$ cat src/hdl/ist_pkg.sv
// Shared constants, codes and types of the integer set table.
package ist_pkg;

  localparam int CAPACITY = 64;
  localparam int IDX_W = $clog2(CAPACITY);
  localparam int CNT_W = $clog2(CAPACITY + 1);
  localparam int VAL_W = 32;
  localparam int OUT_CNT_W = 7;

  localparam logic [1:0] MODE_INSERT = 2'd0;
  localparam logic [1:0] MODE_REMOVE = 2'd1;
  localparam logic [1:0] MODE_QUERY = 2'd2;
  localparam logic [1:0] MODE_SPARE = 2'd3;

  localparam logic [2:0] ST_INSERTED = 3'd0;
  localparam logic [2:0] ST_PRESENT = 3'd1;
  localparam logic [2:0] ST_REMOVED = 3'd2;
  localparam logic [2:0] ST_ABSENT = 3'd3;
  localparam logic [2:0] ST_FULL = 3'd4;

  typedef struct packed {
    logic compare;
    logic write;
    logic shift;
    logic [IDX_W-1:0] pos;
    logic [CNT_W-1:0] count;
    logic [VAL_W-1:0] value;
  } cell_cmd_t;

endpackage

$ cat src/hdl/ist_ctrl.sv
// Request sequencer: decides the outcome, keeps the count and holds the result register.
module ist_ctrl (
  input  logic                            clk,
  input  logic                            rst,
  input  logic                            req_valid,
  output logic                            req_ready,
  input  logic [1:0]                      mode,
  input  logic signed [31:0]              value,
  output logic                            rsp_valid,
  input  logic                            rsp_ready,
  output logic [2:0]                      status,
  output logic                            found,
  output logic [ist_pkg::OUT_CNT_W-1:0]   entry_count,
  output logic                            is_empty,
  input  logic [ist_pkg::CAPACITY-1:0]    match,
  output ist_pkg::cell_cmd_t              cmd
);

  typedef enum logic [1:0] {
    S_IDLE   = 2'b01,
    S_DECIDE = 2'b10
  } state_t;

  state_t                        state;
  state_t                        state_next;
  logic [1:0]                    mode_q;
  logic [ist_pkg::VAL_W-1:0]     value_q;
  logic [ist_pkg::CNT_W-1:0]     count;
  logic [ist_pkg::CNT_W-1:0]     count_next;
  logic [ist_pkg::IDX_W-1:0]     pos;
  logic                          hit;
  logic                          full;
  logic                          decide;
  logic                          accept;
  logic                          do_insert;
  logic                          do_remove;
  logic [2:0]                    status_next;

  assign req_ready = (state == S_IDLE);
  assign accept = req_valid && req_ready;
  assign decide = (state == S_DECIDE) && (!rsp_valid || rsp_ready);
  assign hit = |match;
  assign full = (count == ist_pkg::CNT_W'(ist_pkg::CAPACITY));

  always_comb begin
    pos = '0;
    for (int i = 0; i < ist_pkg::CAPACITY; i++) begin
      if (match[i]) begin
        pos = pos | ist_pkg::IDX_W'(i);
      end
    end
  end

  always_comb begin
    do_insert = 1'b0;
    do_remove = 1'b0;
    count_next = count;
    unique case (mode_q)
      ist_pkg::MODE_INSERT: begin
        if (hit) begin
          status_next = ist_pkg::ST_PRESENT;
        end else if (full) begin
          status_next = ist_pkg::ST_FULL;
        end else begin
          status_next = ist_pkg::ST_INSERTED;
          do_insert = 1'b1;
          count_next = count + ist_pkg::CNT_W'(1);
        end
      end
      ist_pkg::MODE_REMOVE: begin
        if (hit) begin
          status_next = ist_pkg::ST_REMOVED;
          do_remove = 1'b1;
          count_next = count - ist_pkg::CNT_W'(1);
        end else begin
          status_next = ist_pkg::ST_ABSENT;
        end
      end
      default: begin
        status_next = hit ? ist_pkg::ST_PRESENT : ist_pkg::ST_ABSENT;
      end
    endcase
  end

  always_comb begin
    cmd.compare = accept;
    cmd.write = decide && do_insert;
    cmd.shift = decide && do_remove;
    cmd.pos = pos;
    cmd.count = count;
    cmd.value = (state == S_IDLE) ? value : value_q;
  end

  always_comb begin
    state_next = state;
    unique case (state)
      S_IDLE: begin
        if (accept) begin
          state_next = S_DECIDE;
        end
      end
      S_DECIDE: begin
        if (decide) begin
          state_next = S_IDLE;
        end
      end
      default: state_next = S_IDLE;
    endcase
  end

  always_ff @(posedge clk) begin
    if (rst) begin
      state <= S_IDLE;
      count <= '0;
      rsp_valid <= 1'b0;
    end else begin
      state <= state_next;
      if (decide) begin
        count <= count_next;
        rsp_valid <= 1'b1;
      end else if (rsp_ready) begin
        rsp_valid <= 1'b0;
      end
    end
  end

  always_ff @(posedge clk) begin
    if (accept) begin
      mode_q <= mode;
      value_q <= value;
    end
    if (decide) begin
      status <= status_next;
      found <= hit;
      entry_count <= ist_pkg::OUT_CNT_W'(count_next);
      is_empty <= (count_next == '0);
    end
  end

endmodule

$ cat config.mk
export PLATFORM = sky130hd
export DESIGN_NAME = ist_ctrl
export DESIGN_NICKNAME = d
export VERILOG_FILES = /design/src/hdl/ist_pkg.sv /design/src/hdl/ist_ctrl.sv
export SDC_FILE = /design/constraint.sdc
export NUM_CORES = 1
export LEC_CHECK = 0
export BUFFER_PORTS_ARGS = -buffer_cell sky130_fd_sc_hd__buf_2
export CAP_MARGIN = 10
export CORE_ASPECT_RATIO = 0.5
export CORE_MARGIN = 1
export CORE_UTILIZATION = 30
export CTS_CLUSTER_SIZE = 40
export DETAILED_ROUTE_END_ITERATION = 12
export SYNTH_ARGS = -nofsm -noshare
export SYNTH_HDL_FRONTEND = slang
export SYNTH_SLANG_ARGS = --single-unit
$ cat constraint.sdc
create_clock -name clk -period 4.35 [get_ports clk]
set_input_delay 0.2175 -clock clk [delete_from_list [all_inputs] [get_ports clk]]
set_output_delay 0.2175 -clock clk [all_outputs]
set_load 0.05 [all_outputs]
==> results list <==
* Outcome: finished clean
- The mapped netlist covers 3050 sq um.
- Routability-driven placement finished with a final weighted congestion of 0.897.
- Antenna diode count: 0
- Largest delay contributor family on the critical path: simple AND/OR/NAND/NOR gates
- Post-synthesis register bit count: 56
- Worst setup slack after placement: 1.53 ns
- Pre-antenna DRT Iters: 4
- Data arrival, critical path: 2.96 ns
- Number of hold-slack violations in the final timing report: 0
- Summed over all nets, the half-perimeter wirelength after detailed placement is 7.13 mm.
* Reg-to-reg slack, setup: 1.51 ns
- Detailed Route WL: 8.74 mm
* Die span in y: 73.3 microns
- For this configuration, the core starts out at a cell density of 0.315.
- Worst relative slew slack: 0.568
* Synthesized instance count: 264
* Launching element type of the critical path: flip-flop
- From left edge to right edge, the die measures 145 microns.
* Static Leak: 1.71 nW
- On the worst path, the slowest cell contributes a delay of 0.54 ns.
- Vias in the first global route: 2645
- Dividing total power by cell area gives a power density of 326 nW/um^2.
- Clock Root Buffer: sky130_fd_sc_hd__clkbuf_16
- Floorplan Core Area: 9670 sq um
- Of all nets on the critical path, the largest fanout is 7.
* WP buf/inv: 1
- Final TNS setup: 0 ns
* Number of enable flip-flop cells after synthesis: 46
- Setup skew after layout: 0.00545 ns
- The routed design could run at a clock period as short as 2.84 ns.
- Via/cell ratio: 4.97
- The die covers 10600 sq um.
* Clock latency on the worst-skew pair: 0.29 ns
- Hold_buf cts: 0
- For this run, the total global-route usage over all layers was measured as 0.163.
- The finished layout holds 563 standard cells, fillers aside.
* Antenna violations before repair: 0
- In this run, placement finished with an instance count of 555.
- In the synthesized netlist the dominant register cell turns out to be sky130_fd_sc_hd__edfxtp_1.
- In the routed design, unresolved DRC markers number 0.
- Clock tree from TritonCTS: done
- After the first detailed-routing iteration, the DRC count stood at 103.
* Data required, critical path: 4.48 ns
- In this run the tool buffered the top-level ports with 163 buffer cells.
- Worst Hold Endpoint: mode_q[0]
- Cell depth of the worst min-delay path: 1
- Tightest Hold Check Type: input pin to flip-flop
- Max Root-Sink Buffers: 2
- Worst Setup End Kind: flip-flop
* Total global routing overflow: 0
- The worst register-to-register path has a depth of 9.
- At the end of the flow, the number of nets in the layout was 531.
- Worst-path cell chain: inv_1 -> ha_1 -> or4b_4 -> o31a_1 -> a221o_1 -> a31oi_1 -> o22ai_1 -> or4b_1 -> nor4_2
- Transition at the pin with the smallest max-transition slack: 0.647 ns
- Mean post-synth cell area: 11.5 sq um
- Max cap viols: 0
- Clock tree synthesis inserted a total of 5 buffers.
* Routed length per instance: 15.5 microns
* Share of the cycle needed by the critical path after routing: 0.652
* Critical-path top delay cell: sky130_fd_sc_hd__or4b_1
- The setup path with the least slack is of type flip-flop to flip-flop.
* Fraction of the yosys area taken by sequential cells: 0.519
- IR analysis of the VDD net gives a maximum drop of 0.000156 V.
- The first global-routing pass estimated 13.2 mm of wire.
* Cell taking the most area after synthesis: sky130_fd_sc_hd__edfxtp_1
- Entering global routing, the biggest net connects 35 pins.
- The clock drives 56 sinks.
* R2R Path End: is_empty
- Top Ports: 164
- The area growth from synthesis to layout is 36.5%.
* Synth cell types: 54
- Async S/R FF share, synth: 0
- Of the post-synthesis cell area, the dominant cell type holds 0.453.
- Util after Layout: 0.431
* Clock-pin slew reported for the worst setup and hold paths after clock tree synthesis: 0.07 ns
* Post-CTS Setup Bufs: 0
* # setup viols final: 0
- Maximum clock frequency: 0.353 GHz
* Max Slew Vio Count: 0
* RSZ-0062 raised after global routing: no
- In this run the core area contains 25 standard-cell rows.
* Remaining number of nets flagged by the antenna check after routing: 0
* Dominant cells by area after synthesis: sky130_fd_sc_hd__edfxtp_1 (45%), sky130_fd_sc_hd__mux2_2 (12%), sky130_fd_sc_hd__dfxtp_1 (6.6%)
- The Yosys step of the flow raised 0 warnings.
* Hold path startpoint: mode[0]
- Of the cells placed in the final design, the portion with a size suffix greater than 1 is 0.523.
* Crit path setup slack, layout: 1.51 ns
* Net Count, Synth: 368
- The startpoint identified for the worst register-to-register timing path is count[1].
- Total via count after detailed routing: 2800
- Depth of the CTS H-tree: 2
- Gates resized, CTS repair: 0
## synth_stat cells, drive strengths merged (2+ instances only)
cell	count
a211o	2
a21oi	8
a311oi	2
a31o	2
a31oi	2
and2	3
and3	2
and4	2
buf	2
clkbuf	7
dfxtp	10
edfxtp	46
ha	2
inv	12
mux2	32
nand2	14
nand2b	3
nand3	9
nand4	6
nor2	20
nor2b	3
nor3	5
nor4	26
o211a	3
o21ai	7
or2	3
or3	3
or4	8
or4b	2
xnor2	4
## placed cells by master, fill, tap and decap left out, drive strengths merged, types with 2 or more instances in the layout
master / n
a311oi: 2
nand2b: 3
a21oi: 8
edfxtp: 46
nor2b: 3
nand2: 14
nand3: 9
inv: 13
xnor2: 4
nor2: 20
and2: 3
a31o: 2
nor4: 26
and3: 2
clkbuf: 5
mux2: 32
or2: 3
or4: 8
or3: 3
o211a: 3
ha: 2
o21ai: 7
a31oi: 2
buf: 165
nand4: 6
dfxtp: 10
clkinv: 2
nor3: 5
or4b: 2
a211o: 2
and4: 2
## state kept, by name, summed over array words and instances (netlist names)
| signal | cells |
|---|---|
| value_q | 32 |
| count | 7 |
| entry_count | 7 |
| status | 3 |
| mode_q | 2 |
| state | 2 |
| found | 1 |
| is_empty | 1 |
| rsp_valid | 1 |
## report_power, final
part           internal [mW]  switching (mW)  total, mW
Sequential             0.610          0.0115      0.621
Clock                  0.216           0.186      0.402
Combinational          0.110           0.225      0.335
## worst max path at each step
stage               startpoint        to  slack [ns]  cells past startpoint
finish                count[1]  is_empty        1.51                      9
global route          count[1]  is_empty        1.30                      9
CTS                   count[1]  is_empty        1.51                      9
detailed placement    count[1]  is_empty        1.53                      9
global placement      count[0]  is_empty        1.58                      9
floorplan             count[1]  is_empty        1.43                      9
## per-layer routing
| metal | routed length, microns | track usage | vias up |
|---|---|---|---|
| met4 | 192 | 0.0608 | 0 |
| met5 | 0 | 0 | - |
| met2 | 4480 | 0.308 | 120 |
| met3 | 447 | 0.0267 | 15 |
| met1 | 3620 | 0.188 | 1302 |
| li1 | - | - | 1363 |
## through the flow
step / power, mW / hold WS [ns] / cell area [sq um]
6_report: 1.36 / 0.0984 / 4160
4_1_cts: 1.38 / 0.0913 / 4160
5_1_grt: 1.42 / 0.0865 / 4160
2_1_floorplan: 0.858 / 0.316 / 3050
3_3_place_gp: 0.969 / 0.396 / 4020
3_5_place_dp: 0.970 / 0.399 / 4020
## worst reg2reg max path, stage by stage, from the launching register on
cell                      delay, ns
sky130_fd_sc_hd__dfxtp_1       0.36
sky130_fd_sc_hd__inv_1         0.11
sky130_fd_sc_hd__ha_1          0.18
sky130_fd_sc_hd__or4b_4        0.48
sky130_fd_sc_hd__o31a_1        0.26
sky130_fd_sc_hd__a221o_1       0.32
sky130_fd_sc_hd__a31oi_1       0.15
sky130_fd_sc_hd__o22ai_1       0.12
sky130_fd_sc_hd__or4b_1        0.54
sky130_fd_sc_hd__nor4_2        0.14
## cells by family (layout without fill, tap and decap cells)
logic type | after synthesis | count (layout) | share of synthesized area
buffers and inverters | 21 | 185 | 0.0283
XOR/XNOR | 4 | 4 | 0.0115
multiplexers | 33 | 33 | 0.121
flip-flops | 56 | 56 | 0.519
adder cells (fa/ha/maj) | 2 | 2 | 0.00821
AO/OA/AOI/OAI | 37 | 37 | 0.0862
AND/OR/NAND/NOR | 111 | 111 | 0.226
## cell type report
cell class,count,area (sq um)
Timing Repair Buffer,165,831
Multi-Input combinational cell,187,1390
Sequential cell,56,1580
Inverter,12,45.0
Clock inverter,3,22.5
Fill cell,935,5500
Tap cell,135,169
Clock buffer,5,125
Power figures use the tool's default switching activity.
